[config.mk]
export PLATFORM = sky130hd
export DESIGN_NAME = exponential_backoff_limiter_unit
export DESIGN_NICKNAME = d
export VERILOG_FILES = /design/src/rtl/ebl_pkg.sv /design/src/rtl/ebl_cfg.sv /design/src/rtl/ebl_step.sv /design/src/rtl/exponential_backoff_limiter_unit.sv
export SDC_FILE = /design/constraint.sdc
export NUM_CORES = 1
export LEC_CHECK = 0
export BUFFER_PORTS_ARGS = -buffer_cell sky130_fd_sc_hd__buf_2
export CAP_MARGIN = 20
export CORE_UTILIZATION = 30
export CTS_CLUSTER_DIAMETER = 50
export CTS_CLUSTER_SIZE = 24
export DETAILED_ROUTE_END_ITERATION = 8
export GPL_ROUTABILITY_DRIVEN = 0
export GPL_TIMING_DRIVEN = 0
export PLACE_DENSITY = 0.45
export SLEW_MARGIN = 20
export SYNTH_ARGS = -nofsm -noshare
export SYNTH_HDL_FRONTEND = slang
export SYNTH_HIERARCHICAL = 1
export SYNTH_SLANG_ARGS = --single-unit
[constraint.sdc]
create_clock -name i_clk -period 5 [get_ports i_clk]
set_input_delay 0.25 -clock i_clk [delete_from_list [all_inputs] [get_ports i_clk]]
set_output_delay 0.25 -clock i_clk [all_outputs]
set_load 0.02 [all_outputs]
[src/rtl/ebl_pkg.sv]
// ebl_pkg: shared types, register indexes and reset constants for the
// exponential backoff limiter; used by every module under rtl
`default_nettype none

package ebl_pkg;

    localparam int unsigned TIME_W  = 16;
    localparam int unsigned COUNT_W = 8;
    localparam int unsigned CFG_IDX_W  = 2;
    localparam int unsigned CFG_DATA_W = 16;

    typedef enum logic [1:0] {
        MODE_TICK    = 2'd0,
        MODE_LIMITED = 2'd1,
        MODE_SUCCESS = 2'd2,
        MODE_QUERY   = 2'd3
    } t_mode;

    localparam logic [CFG_IDX_W-1:0] CFG_BACKOFF_CAP     = 2'd0;
    localparam logic [CFG_IDX_W-1:0] CFG_BLOCK_THRESHOLD = 2'd1;
    localparam logic [CFG_IDX_W-1:0] CFG_BLOCK_DURATION  = 2'd2;

    localparam logic [TIME_W-1:0]  RST_BACKOFF_CAP     = 16'd600;
    localparam logic [COUNT_W-1:0] RST_BLOCK_THRESHOLD = 8'd5;
    localparam logic [TIME_W-1:0]  RST_BLOCK_DURATION  = 16'd3600;
    localparam logic [TIME_W-1:0]  RST_BACKOFF_LEN     = 16'd1;

    localparam logic [TIME_W-1:0]  TIME_MAX  = '1;
    localparam logic [COUNT_W-1:0] COUNT_MAX = '1;

    typedef struct packed {
        logic [TIME_W-1:0]  backoff_cap;
        logic [COUNT_W-1:0] block_threshold;
        logic [TIME_W-1:0]  block_duration;
    } t_cfg;

    typedef struct packed {
        logic [TIME_W-1:0]  backoff_len;
        logic [COUNT_W-1:0] consecutive;
        logic               backoff_active;
        logic [TIME_W-1:0]  elapsed;
        logic               block_flag;
        logic [TIME_W-1:0]  block_left;
    } t_state;

    typedef struct packed {
        logic [TIME_W-1:0]  wait_seconds;
        logic               blocked;
        logic [COUNT_W-1:0] limit_count;
    } t_result;

endpackage

`default_nettype wire

[src/rtl/ebl_cfg.sv]
// ebl_cfg: configuration register file written through a plain write port
// depends on ebl_pkg for register indexes and reset values
`default_nettype none

module ebl_cfg (
    input  wire logic                            i_clk,
    input  wire logic                            i_rst_n,
    input  wire logic                            i_cfg_we,
    input  wire logic [ebl_pkg::CFG_IDX_W-1:0]   i_cfg_index,
    input  wire logic [ebl_pkg::CFG_DATA_W-1:0]  i_cfg_data,
    output ebl_pkg::t_cfg                        o_cfg
);

    ebl_pkg::t_cfg r_cfg;

    always_ff @(posedge i_clk) begin
        if (!i_rst_n) begin
            r_cfg.backoff_cap     <= ebl_pkg::RST_BACKOFF_CAP;
            r_cfg.block_threshold <= ebl_pkg::RST_BLOCK_THRESHOLD;
            r_cfg.block_duration  <= ebl_pkg::RST_BLOCK_DURATION;
        end else if (i_cfg_we) begin
            unique case (i_cfg_index)
                ebl_pkg::CFG_BACKOFF_CAP: begin
                    r_cfg.backoff_cap <= i_cfg_data;
                end
                ebl_pkg::CFG_BLOCK_THRESHOLD: begin
                    r_cfg.block_threshold <= i_cfg_data[ebl_pkg::COUNT_W-1:0];
                end
                ebl_pkg::CFG_BLOCK_DURATION: begin
                    r_cfg.block_duration <= i_cfg_data;
                end
                default: begin
                    // unused index, write dropped
                end
            endcase
        end
    end

    assign o_cfg = r_cfg;

endmodule

`default_nettype wire

[src/rtl/ebl_step.sv]
// ebl_step: combinational state update and result for one item
// depends on ebl_pkg for mode codes, state, config and result types
`default_nettype none

module ebl_step (
    input  wire ebl_pkg::t_mode                i_mode,
    input  wire logic [ebl_pkg::TIME_W-1:0]    i_retry_after,
    input  wire ebl_pkg::t_cfg                 i_cfg,
    input  wire ebl_pkg::t_state               i_state,
    output ebl_pkg::t_state                    o_state,
    output ebl_pkg::t_result                   o_result
);

    ebl_pkg::t_state        s;
    logic [ebl_pkg::TIME_W:0] dbl;

    assign dbl = {i_state.backoff_len, 1'b0};

    always_comb begin
        s = i_state;
        unique case (i_mode)
            ebl_pkg::MODE_TICK: begin
                if (s.backoff_active && (s.elapsed != ebl_pkg::TIME_MAX)) begin
                    s.elapsed = s.elapsed + 1'b1;
                end
                if (s.block_flag && (s.block_left != '0)) begin
                    s.block_left = s.block_left - 1'b1;
                end
            end
            ebl_pkg::MODE_LIMITED: begin
                s.elapsed        = '0;
                s.backoff_active = 1'b1;
                if (s.consecutive != ebl_pkg::COUNT_MAX) begin
                    s.consecutive = s.consecutive + 1'b1;
                end
                if (i_retry_after != '0) begin
                    s.backoff_len = i_retry_after;
                end else if (dbl < {1'b0, i_cfg.backoff_cap}) begin
                    s.backoff_len = dbl[ebl_pkg::TIME_W-1:0];
                end else begin
                    s.backoff_len = i_cfg.backoff_cap;
                end
                if (s.consecutive >= i_cfg.block_threshold) begin
                    s.block_flag = 1'b1;
                    s.block_left = i_cfg.block_duration;
                end
            end
            ebl_pkg::MODE_SUCCESS: begin
                if (s.consecutive != '0) begin
                    s.consecutive = s.consecutive - 1'b1;
                end
                if (s.consecutive == '0) begin
                    s.backoff_len    = ebl_pkg::RST_BACKOFF_LEN;
                    s.backoff_active = 1'b0;
                    s.elapsed        = '0;
                end
            end
            ebl_pkg::MODE_QUERY: begin
                // report only
            end
            default: begin
            end
        endcase

        // expired block clears on the item that sees it at zero
        if (s.block_flag && (s.block_left == '0)) begin
            s.block_flag = 1'b0;
        end
    end

    always_comb begin
        o_result.limit_count  = s.consecutive;
        o_result.blocked      = s.block_flag;
        o_result.wait_seconds = '0;
        if (s.block_flag) begin
            o_result.wait_seconds = s.block_left;
        end else if (s.backoff_active && (s.elapsed < s.backoff_len)) begin
            o_result.wait_seconds = s.backoff_len - s.elapsed;
        end
    end

    assign o_state = s;

endmodule

`default_nettype wire

[src/rtl/exponential_backoff_limiter_unit.sv]
// exponential_backoff_limiter_unit: top level, input register, state and
// result register; depends on ebl_pkg, ebl_cfg and ebl_step
//
//   channel   direction  signals                                   transfer when
//   in        input      i_in_valid o_in_stall i_mode i_retry_after  valid & !stall
//   out       output     o_out_valid i_out_stall o_wait_seconds
//                        o_blocked o_limit_count                   valid & !stall
//   cfg       input      i_cfg_we i_cfg_index i_cfg_data            i_cfg_we
//
// one item per cycle sustained while the output is not stalled; each item passes from the
// input register into the result register, from which its result transfers out
// synchronous active-low reset restores register defaults and limiter state
// a stalled output holds the result and the input register; o_in_stall rises
// only when both stages are full and the output is stalled
`default_nettype none

module exponential_backoff_limiter_unit (
    input  wire logic                            i_clk,
    input  wire logic                            i_rst_n,
    input  wire logic                            i_in_valid,
    output logic                                 o_in_stall,
    input  wire logic [1:0]                      i_mode,
    input  wire logic [ebl_pkg::TIME_W-1:0]      i_retry_after,
    output logic                                 o_out_valid,
    input  wire logic                            i_out_stall,
    output logic [ebl_pkg::TIME_W-1:0]           o_wait_seconds,
    output logic                                 o_blocked,
    output logic [ebl_pkg::COUNT_W-1:0]          o_limit_count,
    input  wire logic                            i_cfg_we,
    input  wire logic [ebl_pkg::CFG_IDX_W-1:0]   i_cfg_index,
    input  wire logic [ebl_pkg::CFG_DATA_W-1:0]  i_cfg_data
);

    ebl_pkg::t_cfg    cfg;
    ebl_pkg::t_state  r_state;
    ebl_pkg::t_state  n_state;
    ebl_pkg::t_result n_result;
    ebl_pkg::t_result r_result;

    logic                         r_in_valid;
    ebl_pkg::t_mode               r_mode;
    logic [ebl_pkg::TIME_W-1:0]   r_retry;
    logic                         r_out_valid;
    logic                         out_free;
    logic                         advance;
    logic                         in_take;

    ebl_cfg u_cfg (
        .i_clk       (i_clk),
        .i_rst_n     (i_rst_n),
        .i_cfg_we    (i_cfg_we),
        .i_cfg_index (i_cfg_index),
        .i_cfg_data  (i_cfg_data),
        .o_cfg       (cfg)
    );

    ebl_step u_step (
        .i_mode        (r_mode),
        .i_retry_after (r_retry),
        .i_cfg         (cfg),
        .i_state       (r_state),
        .o_state       (n_state),
        .o_result      (n_result)
    );

    assign out_free   = !r_out_valid || !i_out_stall;
    assign advance    = r_in_valid && out_free;
    assign o_in_stall = r_in_valid && !out_free;
    assign in_take    = i_in_valid && !o_in_stall;

    // input register
    always_ff @(posedge i_clk) begin
        if (!i_rst_n) begin
            r_in_valid <= 1'b0;
        end else if (in_take) begin
            r_in_valid <= 1'b1;
        end else if (advance) begin
            r_in_valid <= 1'b0;
        end
    end

    always_ff @(posedge i_clk) begin
        if (in_take) begin
            r_mode  <= ebl_pkg::t_mode'(i_mode);
            r_retry <= i_retry_after;
        end
    end

    // limiter state commits when its item moves into the result register
    always_ff @(posedge i_clk) begin
        if (!i_rst_n) begin
            r_state.backoff_len    <= ebl_pkg::RST_BACKOFF_LEN;
            r_state.consecutive    <= '0;
            r_state.backoff_active <= 1'b0;
            r_state.elapsed        <= '0;
            r_state.block_flag     <= 1'b0;
            r_state.block_left     <= '0;
        end else if (advance) begin
            r_state <= n_state;
        end
    end

    always_ff @(posedge i_clk) begin
        if (!i_rst_n) begin
            r_out_valid <= 1'b0;
        end else if (out_free) begin
            r_out_valid <= r_in_valid;
        end
    end

    always_ff @(posedge i_clk) begin
        if (advance) begin
            r_result <= n_result;
        end
    end

    assign o_out_valid    = r_out_valid;
    assign o_wait_seconds = r_result.wait_seconds;
    assign o_blocked      = r_result.blocked;
    assign o_limit_count  = r_result.limit_count;

endmodule

`default_nettype wire
==> Yosys cells after proc, flatten, opt, wreduce, memory -nomap -nowiden <==
Cells that the tools add are included.
{ "word_totals": {"register_bits": 143, "latch_bits": 0, "ramBits": 0, "romBits": 0, "in_bits": 41, "out_inout_bits": 27, "elab_cells": 73, "mem_count": 0} }
{ "op_classes": {"add_sub_neg": 5, "n_mul": 0, "n_div": 0, "magnitude_cmp": 3, "eq_ne": 6, "n_shift": 0, "mux": 20, "bitwise_logic": 0, "reduce_logical": 23} }
{ "op_table": {"columns": ["cell", "n"], "rows": [
  ["$mux W16", 7],
  ["$pmux W25 S2", 1],
  ["$pmux W16 S3", 1],
  ["$mux W17", 2],
  ["$mux W8", 4],
  ["$pmux W16 S2", 1],
  ["$reduce_bool A16 Y1", 2],
  ["$lt A17 B16 Y1", 1],
  ["$add A16 B1 Y16 const B", 1],
  ["$logic_not A16 Y1", 1],
  ["$lt A16 B16 Y1", 1],
  ["$ne A16 B16 Y1 const B", 1],
  ["$sub A16 B1 Y16 const B", 1],
  ["$sub A16 B16 Y16", 1],
  ["$add A8 B1 Y8 const B", 1],
  ["$ge A8 B8 Y1", 1],
  ["$logic_not A8 Y1", 1],
  ["$ne A8 B8 Y1 const B", 1],
  ["$reduce_bool A8 Y1", 1],
  ["$sub A8 B1 Y8 const B", 1],
  ["$logic_and A1 B1 Y1", 7],
  ["$reduce_and A2 Y1", 3],
  ["$eq A2 B1 Y1 const B", 2],
  ["$eq A2 B2 Y1 const B", 2],
  ["5 further kinds", 12]
]} }

==> Longest topological paths before layout <==
Gate-level depths: netlist (run 1).
{ "depth": {"depth_word": 10, "ltp_mapped": 25, "mapped_depth_nobuf": 22} }

==> Modules after synthesis <==
Netlist (run 1), hierarchy kept.
{ "by_module_without_submodules": {"columns": ["module", "instances", "cells_per_inst", "area_per_inst_um2", "seq_area_each_um2"], "rows": [
  ["ebl_step", 1, 652, 4271.6, 0.0],
  ["exponential_backoff_limiter_unit", 1, 303, 3679.8, 2492.4],
  ["ebl_cfg", 1, 162, 1622.8, 800.8]
]} }

==> Least setup slack after synthesis (run 1) <==
OpenSTA, ideal clock, no wires.
{ "synth_path": {"path_type": "register to register", "startpoint": "reg u_cfg.r_cfg, in the netlist u_cfg/o_cfg[34]", "endpoint": "reg r_result, in the netlist o_wait_seconds[15], data pin", "setup_ns": 0.271, "arrival_time_ns": 4.802, "required_ns": 4.729, "setup_slack_ns": -0.073, "path_stages_with_launch": 23, "n_path_buf": 1, "synth_period_minus_slack_ns": 5.073, "cell_sequence": "dfxtp_1 > inv_1 > ha_1 > a21o_1 > a21o_1 > a21o_1 > a21o_1 > a21o_1 > a2111oi_0 > nand3_1 > clkbuf_1 > mux2i_1 > o21ai_0 > ha_1 > nor2b_1 > o31a_1 > o2111ai_1 > a31oi_1 > a211o_1 > a21oi_1 > xnor2_1 > nand2_1 > o22ai_1"} }
{ "synth_rtl": {"columns": ["item", "line", "text"], "rows": [
  ["start, declared", "ebl_cfg.sv:14", "ebl_pkg::t_cfg r_cfg;"],
  ["end signal, assigned", "exponential_backoff_limiter_unit.sv:113", "r_result <= n_result;"],
  ["end, declared", "exponential_backoff_limiter_unit.sv:38", "ebl_pkg::t_result r_result;"]
]} }

==> flow_metrics.py, run 1 <==
metrics = {
    "floorplan": {
        "die_h_um": 180.6,
        "initial_core_util": 0.3042,
        "io_pins": 68,
        "fp.coreArea_mm2": 0.03147,
        "die_area_mm2": 0.03263,
        "num_rows": 65,
        "die_width_um": 180.6,
    },
    "route": {
        "drc": 2,
        "vias_per_cell": 5.022,
        "firstDrtPassIters": 7,
        "routedWlPerCell_um": 18.35,
        "drt_wl_total_um": 30410,
        "drtIter0Drc": 579,
        "vias": 8322,
        "postRouteAntennaNets": 0,
    },
    "timing": {
        "worst_pin_slew_ps": 1068,
        "finalCritPeriodShare": 0.9758,
        "relSlewSlack": 0.2784,
        "drv_slew": 0,
        "hold_viol_final": 0,
        "setup_tns_ps": 0,
        "max_freq_ghz": 0.2050,
        "final.setup_skew_ps": 13.97,
        "whs_ps": 35.41,
        "setup_viol": 0,
        "fin_crit_ps": 4879,
    },
    "power_and_ir_drop": {
        "swShare": 0.2816,
        "p_per_area_mw_per_mm2": 267.9,
        "irDropWorstVdd_mv": 0.2364,
        "clkPwrFrac": 0.433,
        "leakage_nw": 4.655,
        "p_sw_mw": 0.8894,
        "p_total_mw": 3.158,
        "seqPwrFrac": 0.399,
        "comb_power_share": 0.168,
        "p_int_mw": 2.268,
    },
    "synthesis": {
        "yosysWarnings": 6,
        "synth-edff-count": 43,
        "syn-mean-instance-area_um2": 8.571,
        "seq_area_frac_synth": 0.3440,
        "synthCells": 1117,
        "syn_area_mm2": 0.009574,
        "synth_nets": 1206,
        "synth_seq_cells": 143,
        "synth_top_area_frac": 0.2091,
        "synth_ff_type": "dfxtp_1",
        "synth.distinct_cells": 80,
        "yosys-top-cells-area": "dfxtp_1 21%, mux2i_1 14%, edfxtp_1 13%",
        "synth_area_leader_cell": "dfxtp_1",
        "async_flop_share": 0,
    },
    "clock_network": {
        "clock_sinks": 143,
        "cts_tree": "yes",
        "htree_levels": 4,
        "cts_root_buffer": "clkbuf_16",
        "clockBufferDepth": 2,
        "cts_inserted_buffers": 17,
        "clkTransAtPathRegs_ps": 60,
        "clk_latency_ps": 440,
    },
    "placed_design": {
        "post-dp-hpwl_um": 22940,
        "portBuffers": 66,
        "place_inst": 1586,
    },
    "critical_path": {
        "setup.worst_path.end_class": "flop",
        "worst-setup-path-type": "reg2reg",
        "rrSetupSlack_ps": 120,
        "startpoint_type": "flop",
        "crit_fanout": 9,
        "worst_r2r_endpoint": "o_wait_seconds[15]",
        "timing.rr.start": "r_state[34]",
        "r2r_cells": 21,
        "crit_required_ps": 5170,
        "arrival_ps": 5050,
    },
    "min_path": {
        "holdPathEnd": "r_in_valid",
        "worstHoldStart": "i_in_valid",
        "hold_path.class": "in2reg",
        "hold_path_depth": 2,
    },
    "grt": {
        "grt_pass1_wl_um": 46710,
        "grtUsageTotal": 0.1868,
        "grt_pass1_vias": 7869,
        "antenna_found_initial": 2,
        "gr-total-overflow": 0,
        "grt_start_max_net_pins": 35,
    },
    "run_status": {
        "status": "finished, violations left",
        "violations": "DRC",
    },
    "cells_and_area": {
        "area_growth_pct": 23.09,
        "final_cells": 1657,
        "fill_cells": 3252,
        "fin_nets": 1331,
        "diodes": 0,
        "drive_above_1_share": 0.1936,
    },
    "job": {
        "maxCapViolations": 0,
    },
}
[worst max-delay path: stages, from the launching register on]
cell and delay, ps:
dfxtp_2 330, clkbuf_8 160, inv_2 80, ha_4 160, or4b_4 490, or3_4 350
and3_4 170, o2111a_2 310, o21bai_4 230, buf_4 150, buf_4 130, o21ai_0 100
o31a_1 180, ha_4 200, or3_1 380, o2111ai_2 280, a31oi_4 140, a211o_1 290
a21oi_2 180, xnor2_2 100, nand2_1 110, o22ai_2 70
[layer usage]
metal / GRT usage / share of wire / vias up
li1: - / - / 4195
met1: 0.2605 / 0.50 / 3917
met2: 0.2942 / 0.45 / 177
met3: 0.03011 / 0.035 / 31
met4: 0.05607 / 0.018 / 2
met5: 0 / 0.00043 / -
[state kept, by name, summed over array words and instances, names as in the netlist]
register and count:
r_state 58, u_cfg/o_cfg 40, o_wait_seconds 16, r_retry 16
o_limit_count 8, r_mode 2, o_blocked 1, o_out_valid 1
r_in_valid 1
[synthesized netlist by cell type (5+ instances only)]
cell / n
nand2_1: 231
mux2i_1: 132
dfxtp_1: 100
inv_1: 71
o21ai_0: 55
ha_1: 47
edfxtp_1: 43
nor2_1: 41
a21oi_1: 37
clkbuf_1: 31
a22oi_1: 21
nor3_1: 21
nand3_1: 19
a21o_1: 16
buf_4: 16
xnor2_1: 16
o21a_1: 15
nor2b_1: 14
buf_2: 13
nand4_1: 13
o211ai_1: 12
nand2b_1: 10
nor4_1: 10
or3_1: 9
and3_1: 8
buf_6: 8
xor2_1: 8
a31oi_1: 7
nand4b_1: 7
mux2_2: 6
o31a_1: 6
a221oi_1: 5
[placed cells by master, fill, tap and decap left out, types with 10 or more instances in the layout]
cell	count
nor2_1	38
buf_4	39
dfxtp_1	97
edfxtp_1	43
o211ai_1	12
a21oi_1	33
nor3_1	21
inv_1	70
nand2b_1	10
a21o_1	16
ha_1	40
nand2_1	231
a22oi_1	20
clkbuf_1	22
clkbuf_16	19
buf_2	77
o21ai_0	40
nand4_1	13
nor2b_1	13
dlygate4sd3_1	18
mux2i_1	132
xnor2_1	14
o21ai_1	13
nand3_1	17
o21a_1	15
[logic make-up (layout without fill, tap and decap cells)]
family / after synthesis / count (layout) / synth area share
DFF: 143 / 143 / 0.3440
adders and majority gates: 48 / 48 / 0.06351
xor gates and xnor gates: 24 / 24 / 0.02195
muxes: 138 / 138 / 0.1451
and+or+nand+nor: 409 / 409 / 0.2020
buffers and inverters: 144 / 282 / 0.07358
AOI/OAI and AO/OA: 211 / 211 / 0.1499
[metrics by stage]
stage          worst slack [ps]    util  cell area [um2]
2_1_floorplan             5.165       -             9577
3_3_place_gp              -1374  0.3307            10410
3_5_place_dp              -1298  0.3313            10430
4_1_cts                   1.164  0.3678            11570
5_1_grt                  -34.26  0.3744            11790
6_report                  120.8  0.3744            11790
[area by class of cell]
| type | count | area, um2 | area share |
|---|---|---|---|
| tap | 402 | 503.0 | 0.04268 |
| multi-input combinational | 830 | 5917 | 0.5021 |
| inverter | 72 | 270.3 | 0.02293 |
| clock inverter | 11 | 122.6 | 0.01040 |
| timing repair buffer | 108 | 698.2 | 0.05924 |
| sequential | 143 | 3297 | 0.2798 |
| clock buffer | 21 | 493.0 | 0.04183 |
| buffer | 70 | 484.2 | 0.04109 |
[timing repair]
item | in CTS | in global routing
setup endpoints to repair | 18 | 18
endpoints found under the hold margin | 18 | 0
pin swaps | 10 | 18
setup buffers | 16 | 7
hold buffers | 18 | 0
resized for setup | 59 | 44
[how the worst max path moves through the flow]
stage	from	to	slack (ps)	depth (start not counted)
after floorplan	u_cfg/o_cfg[34]	o_wait_seconds[15]	5	22
final	r_state[34]	o_wait_seconds[15]	120	21
after detailed placement	u_cfg/o_cfg[34]	o_wait_seconds[15]	-1300	22
after global placement	u_cfg/o_cfg[34]	o_wait_seconds[15]	-1370	22
after CTS	r_state[37]	o_wait_seconds[10]	1	18
after global routing	r_state[34]	o_wait_seconds[15]	-30	21
[power by group through the flow]
| stage | combinational [mW] | clock (mW) | sequential, mW |
|---|---|---|---|
| floorplan | 0.291 | 0 | 1.29 |
| global placement | 0.444 | 0 | 1.29 |
| detailed placement | 0.445 | 0 | 1.28 |
| CTS | 0.504 | 1.40 | 1.26 |
| global route | 0.574 | 1.44 | 1.26 |
| finish | 0.532 | 1.37 | 1.26 |
(Power assumes the default switching activity.)
==> inputs of run 2 (changes only) <==
Settings changed: CELL_PAD_IN_SITES_DETAIL_PLACEMENT set to 1, CELL_PAD_IN_SITES_GLOBAL_PLACEMENT set to 1, PLACE_DENSITY 0.45 to 0.56, REMOVE_ABC_BUFFERS set to 1.
==> flow_metrics.py, run 2 (synthesis results as in run 1) <==
metrics = {
    "clock_network": {
        "cts_tree": "yes",
        "cts_inserted_buffers": 17,
        "clkTransAtPathRegs_ps": 60,
        "cts_root_buffer": "clkbuf_16",
        "clockBufferDepth": 2,
        "clk_latency_ps": 440,
        "clock_sinks": 143,
        "htree_levels": 4,
    },
    "route": {
        "firstDrtPassIters": 5,
        "routedWlPerCell_um": 18.64,
        "drt_wl_total_um": 29690,
        "vias": 8270,
        "drtIter0Drc": 425,
        "postRouteAntennaNets": 0,
        "drc": 0,
        "vias_per_cell": 5.191,
    },
    "power_and_ir_drop": {
        "p_per_area_mw_per_mm2": 269.0,
        "seqPwrFrac": 0.411,
        "comb_power_share": 0.162,
        "swShare": 0.2826,
        "p_sw_mw": 0.8669,
        "leakage_nw": 4.440,
        "p_int_mw": 2.201,
        "irDropWorstVdd_mv": 0.2508,
        "clkPwrFrac": 0.427,
    },
    "timing": {
        "setup_slack_ps": 166.3,
        "finalCritPeriodShare": 0.9667,
        "max_freq_ghz": 0.2069,
        "final.setup_skew_ps": 10.25,
        "worst_pin_slew_ps": 783.8,
        "fin_crit_ps": 4834,
        "hold_viol_final": 0,
        "setup_viol": 0,
        "drv_slew": 0,
        "relSlewSlack": 0.4762,
    },
    "cells_and_area": {
        "top_register": "r_state",
        "most-common-layout-cells": "231 x nand2_1, 132 x mux2i_1, 96 x dfxtp_1, 70 x inv_1, 66 x buf_2",
        "fin_nets": 1267,
        "fin_util": 0.3624,
        "fin_area_mm2": 0.01140,
        "diodes": 0,
        "final_common_cell": "nand2_1",
        "drive_above_1_share": 0.1671,
        "largest_reg_flops": 58,
        "area_growth_pct": 19.12,
    },
    "critical_path": {
        "arrival_ps": 5010,
        "cp_num_buf_inv": 2,
        "slowest_stage": "or4_1",
        "cpMostUsedCell": "a21o_1",
        "path_cells": "inv_1 > ha_1 > a21o_1 > a21o_1 > a21o_1 > a21o_1 > a21o_1 > a2111oi_4 > nand3_2 > buf_4 > mux2i_1 > o21ai_0 > ha_1 > nand4_1 > or4_1 > and3_4 > nand2_1 > o22ai_2",
        "startpoint_type": "flop",
        "timing.rr.start": "u_cfg/o_cfg[34]",
        "setup.worst_path.end_class": "flop",
        "worst_r2r_endpoint": "o_wait_seconds[15]",
        "cp_slowest_stage_delay_ps": 610,
        "r2r_cells": 18,
        "crit_family": "compound AO/OA/AOI/OAI gates",
        "rrSetupSlack_ps": 170,
        "crit_required_ps": 5170,
        "crit_fanout": 8,
        "worst-setup-path-type": "reg2reg",
    },
    "floorplan": {
        "num_rows": 65,
        "die_h_um": 180.6,
        "die_area_mm2": 0.03263,
        "fp.coreArea_mm2": 0.03147,
        "die_width_um": 180.6,
        "io_pins": 68,
        "initial_core_util": 0.3042,
    },
    "placed_design": {
        "portBuffers": 67,
        "dp_slack_ps": -1771,
        "placed_area_mm2": 0.01024,
        "post-dp-hpwl_um": 21530,
    },
    "min_path": {
        "holdPathEnd": "r_in_valid",
        "worstHoldStart": "i_in_valid",
        "hold_path.class": "in2reg",
        "hold_path_depth": 2,
    },
    "grt": {
        "grtUsageTotal": 0.1845,
        "antenna_found_initial": 0,
        "grt_pass1_vias": 8326,
        "grt_pass1_wl_um": 46650,
        "gr-total-overflow": 0,
        "grt_start_max_net_pins": 131,
    },
    "run_status": {
        "status": "completed",
    },
    "job": {
        "maxCapViolations": 0,
    },
}
[run 2: changes by cell type in the layout (fill, tap and decap cells not counted), moves of 2 or more]
cell / previous run / this run
buf_4: 39 / 16
clkbuf_1: 22 / 1
buf_2: 77 / 66
buf_6: 9 / 2
buf_16: 0 / 6
a221oi_2: 1 / 5
a221oi_4: 4 / 0
clkbuf_2: 4 / 0
a21oi_1: 33 / 35
a21oi_2: 4 / 2
buf_1: 2 / 0
clkinv_4: 2 / 4
nor2_2: 1 / 3
[run 2: per-stage QoR]
| step | TNS, ps | std cells | hold WS, ps | power [mW] |
|---|---|---|---|---|
| global route | -4.661 | 1593 | 47.42 | 3.191 |
| floorplan | -286.5 | 1045 | 338.9 | 1.547 |
| finish | 0 | 1593 | 45.05 | 3.068 |
| detailed placement | -26390 | 1524 | 428.7 | 1.725 |
| global placement | -73420 | 1514 | 428.8 | 1.705 |
| CTS | 0 | 1585 | 22.23 | 3.082 |
[run 2: worst max-delay path by stage]
stage,from,depth (start not counted),endpoint
after global placement,r_mode[1],16,o_wait_seconds[15]
after detailed placement,r_mode[1],16,o_wait_seconds[15]
after floorplan,u_cfg/o_cfg[34],21,o_wait_seconds[15]
after global routing,r_state[34],22,o_wait_seconds[0]
after CTS,r_state[35],20,o_wait_seconds[15]
final,u_cfg/o_cfg[34],18,o_wait_seconds[15]
[run 2: power groups by stage]
| stage | clock network, mW | logic, mW | registers [mW] |
|---|---|---|---|
| floorplan | 0 | 0.256 | 1.29 |
| global placement | 0 | 0.417 | 1.29 |
| detailed placement | 0 | 0.439 | 1.29 |
| CTS | 1.35 | 0.475 | 1.26 |
| global route | 1.39 | 0.540 | 1.26 |
| finish | 1.31 | 0.497 | 1.26 |
[run 2: layout make-up]
cell class | count | area [um2]
Multi-Input combinational cell | 831 | 5841
Sequential cell | 143 | 3298
Clock buffer | 21 | 493.0
Timing Repair Buffer | 113 | 898.4
Tap cell | 402 | 503.0
Clock inverter | 11 | 101.3
Inverter | 72 | 270.3
Fill cell | 3662 | 20070
[run 2: worst register-to-register path: cells and delay by family, from the launching register on]
| family | cells | cell delay, ps |
|---|---|---|
| DFF | 1 | 360 |
| and+or+nand+nor | 5 | 1310 |
| adders and majority gates | 2 | 620 |
| buffers and inverters | 2 | 290 |
| AOI/OAI and AO/OA | 8 | 1860 |
| muxes | 1 | 140 |
[run 2: metal layers]
layer,share of wire,vias up,track usage,routed length [um]
li1,-,4069,-,-
met1,0.47,4091,0.2380,14090
met2,0.49,95,0.3158,14450
met3,0.026,15,0.02971,771
met4,0.013,0,0.05197,376
met5,0,-,0,0
[run 2: what timing repair did]
action,4_1_cts,5_1_grt
endpoints found under the hold margin,18,0
setup buffers,11,7
hold buffers,18,0
setup endpoints to repair,18,18
resized for setup,37,28
gates cloned,0,1
pin swaps,5,15
==> inputs of run 3 (changes only) <==
Settings changed: RECOVER_POWER set to 100.
==> flow_metrics.py, run 3 (synthesis results as in run 1) <==
metrics = {
    "timing": {
        "final.setup_skew_ps": 9.450,
        "setup_tns_ps": 0,
        "finalCritPeriodShare": 0.9648,
        "rsz0062_at_grt": "false",
        "worst_pin_slew_ps": 2609,
        "setup_viol": 0,
        "hold_viol_final": 0,
        "max_freq_ghz": 0.2073,
        "relSlewSlack": -0.7547,
        "drv_slew": 190,
        "fin_crit_ps": 4824,
        "whs_ps": 44.07,
    },
    "critical_path": {
        "timing.rr.start": "u_cfg/o_cfg[34]",
        "slowest_stage": "or4_1",
        "cpMostUsedCell": "a21o_1",
        "setup.worst_path.end_class": "flop",
        "crit_required_ps": 5180,
        "cp_slowest_stage_delay_ps": 610,
        "arrival_ps": 5000,
        "path_cells": "inv_1 > ha_1 > a21o_1 > a21o_1 > a21o_1 > a21o_1 > a21o_1 > a2111oi_4 > nand3_2 > buf_4 > mux2i_1 > o21ai_0 > ha_1 > nand4_1 > or4_1 > and3_4 > nand2_1 > o22ai_2",
        "startpoint_type": "flop",
        "worst-setup-path-type": "reg2reg",
        "crit_fanout": 8,
        "worstSetupStartpoint": "u_cfg/o_cfg[34]",
    },
    "floorplan": {
        "die_area_mm2": 0.03263,
        "fp.coreArea_mm2": 0.03147,
        "die_h_um": 180.6,
        "num_rows": 65,
        "io_pins": 68,
        "initial_core_util": 0.3042,
        "die_width_um": 180.6,
    },
    "power_and_ir_drop": {
        "p_total_mw": 3.055,
        "leakage_nw": 4.309,
        "p_per_area_mw_per_mm2": 271.9,
        "irDropWorstVdd_mv": 0.2467,
    },
    "route": {
        "postRouteAntennaNets": 0,
        "vias": 8239,
        "routedWlPerCell_um": 18.68,
        "drc": 0,
        "drtIter0Drc": 419,
        "vias_per_cell": 5.172,
        "drt_wl_total_um": 29760,
        "firstDrtPassIters": 5,
    },
    "grt": {
        "grt_pass1_wl_um": 46650,
        "grtUsageTotal": 0.1845,
        "grt_pass1_vias": 8326,
        "grt_start_max_net_pins": 131,
        "gr-total-overflow": 0,
        "antenna_found_initial": 0,
    },
    "cells_and_area": {
        "fill_cells": 3681,
        "top_register": "r_state",
        "fin_area_mm2": 0.01124,
        "area_growth_pct": 17.37,
        "largest_reg_flops": 58,
        "fin_nets": 1267,
        "final_common_cell": "nand2_1",
        "drive_above_1_share": 0.1369,
        "most-common-layout-cells": "231 x nand2_1, 132 x mux2i_1, 96 x dfxtp_1, 70 x inv_1, 43 x edfxtp_1",
        "diodes": 0,
    },
    "clock_network": {
        "cts_tree": "yes",
        "htree_levels": 4,
        "clk_latency_ps": 440,
        "clockBufferDepth": 2,
        "cts_inserted_buffers": 17,
        "clock_sinks": 143,
        "cts_root_buffer": "clkbuf_16",
        "clkTransAtPathRegs_ps": 60,
    },
    "min_path": {
        "worstHoldStart": "i_in_valid",
        "hold_path.class": "in2reg",
    },
    "job": {
        "maxCapViolations": 3,
    },
    "placed_design": {
        "placed_area_mm2": 0.01024,
        "post-dp-hpwl_um": 21530,
        "portBuffers": 67,
    },
    "run_status": {
        "violations": "capacitance limit, slew limit",
        "status": "finished, violations left",
    },
}
[run 3: cell type report]
class | count | area (um2) | area share
clock buffer | 21 | 493.0 | 0.04387
tap | 402 | 503.0 | 0.04476
sequential | 143 | 3298 | 0.2935
clock inverter | 11 | 101.3 | 0.009019
multi-input combinational | 831 | 5824 | 0.5183
timing repair buffer | 113 | 747.0 | 0.06647
inverter | 72 | 270.3 | 0.02405
[run 3: worst paths after layout]
check	slack [ps]	end	cells after the start
worst min register to register	470	u_cfg/o_cfg[0]	2
worst min-delay path	40	r_in_valid	2
worst max-delay path	180	o_wait_seconds[15]	18
worst max register to register	180	o_wait_seconds[15]	18
[run 3: power by group]
part / leakage [nW] / internal, mW / switching, mW
clock network: 0.298 / 0.760 / 0.551
registers: 1.22 / 1.23 / 0.0277
logic: 2.80 / 0.195 / 0.288
total: 4.31 / 2.19 / 0.867
[run 3: worst max-delay path: cells and delay by family, from the launching register on]
family                     cells  cell delay (ps)
adders and majority gates      2              610
buffers and inverters          2              290
AOI/OAI and AO/OA              8             1850
DFF                            1              370
muxes                          1              130
and+or+nand+nor                5             1310
[run 3: per-layer routing]
metal	share of wire	global-route usage
met1	0.48	0.2380
met2	0.49	0.3158
met3	0.025	0.02971
met4	0.013	0.05197
met5	0	0
[run 3: stage by stage]
stage | setup WS (ps) | utilization | instances
after global placement | -2172 | 0.3170 | 1514
after CTS | 0.3002 | 0.3572 | 1585
after detailed placement | -1771 | 0.3254 | 1524
after global routing | 2.353 | 0.3570 | 1593
after floorplan | -135.9 | - | 1045
final | 176.1 | 0.3570 | 1593
[run 3: what timing repair did]
action	in CTS	in global routing
resized for setup	37	28
gates cloned	0	1
endpoints found under the hold margin	18	0
buffers inserted	11	7
setup endpoints to repair	18	18
hold buffers	18	0
pin swaps	5	15
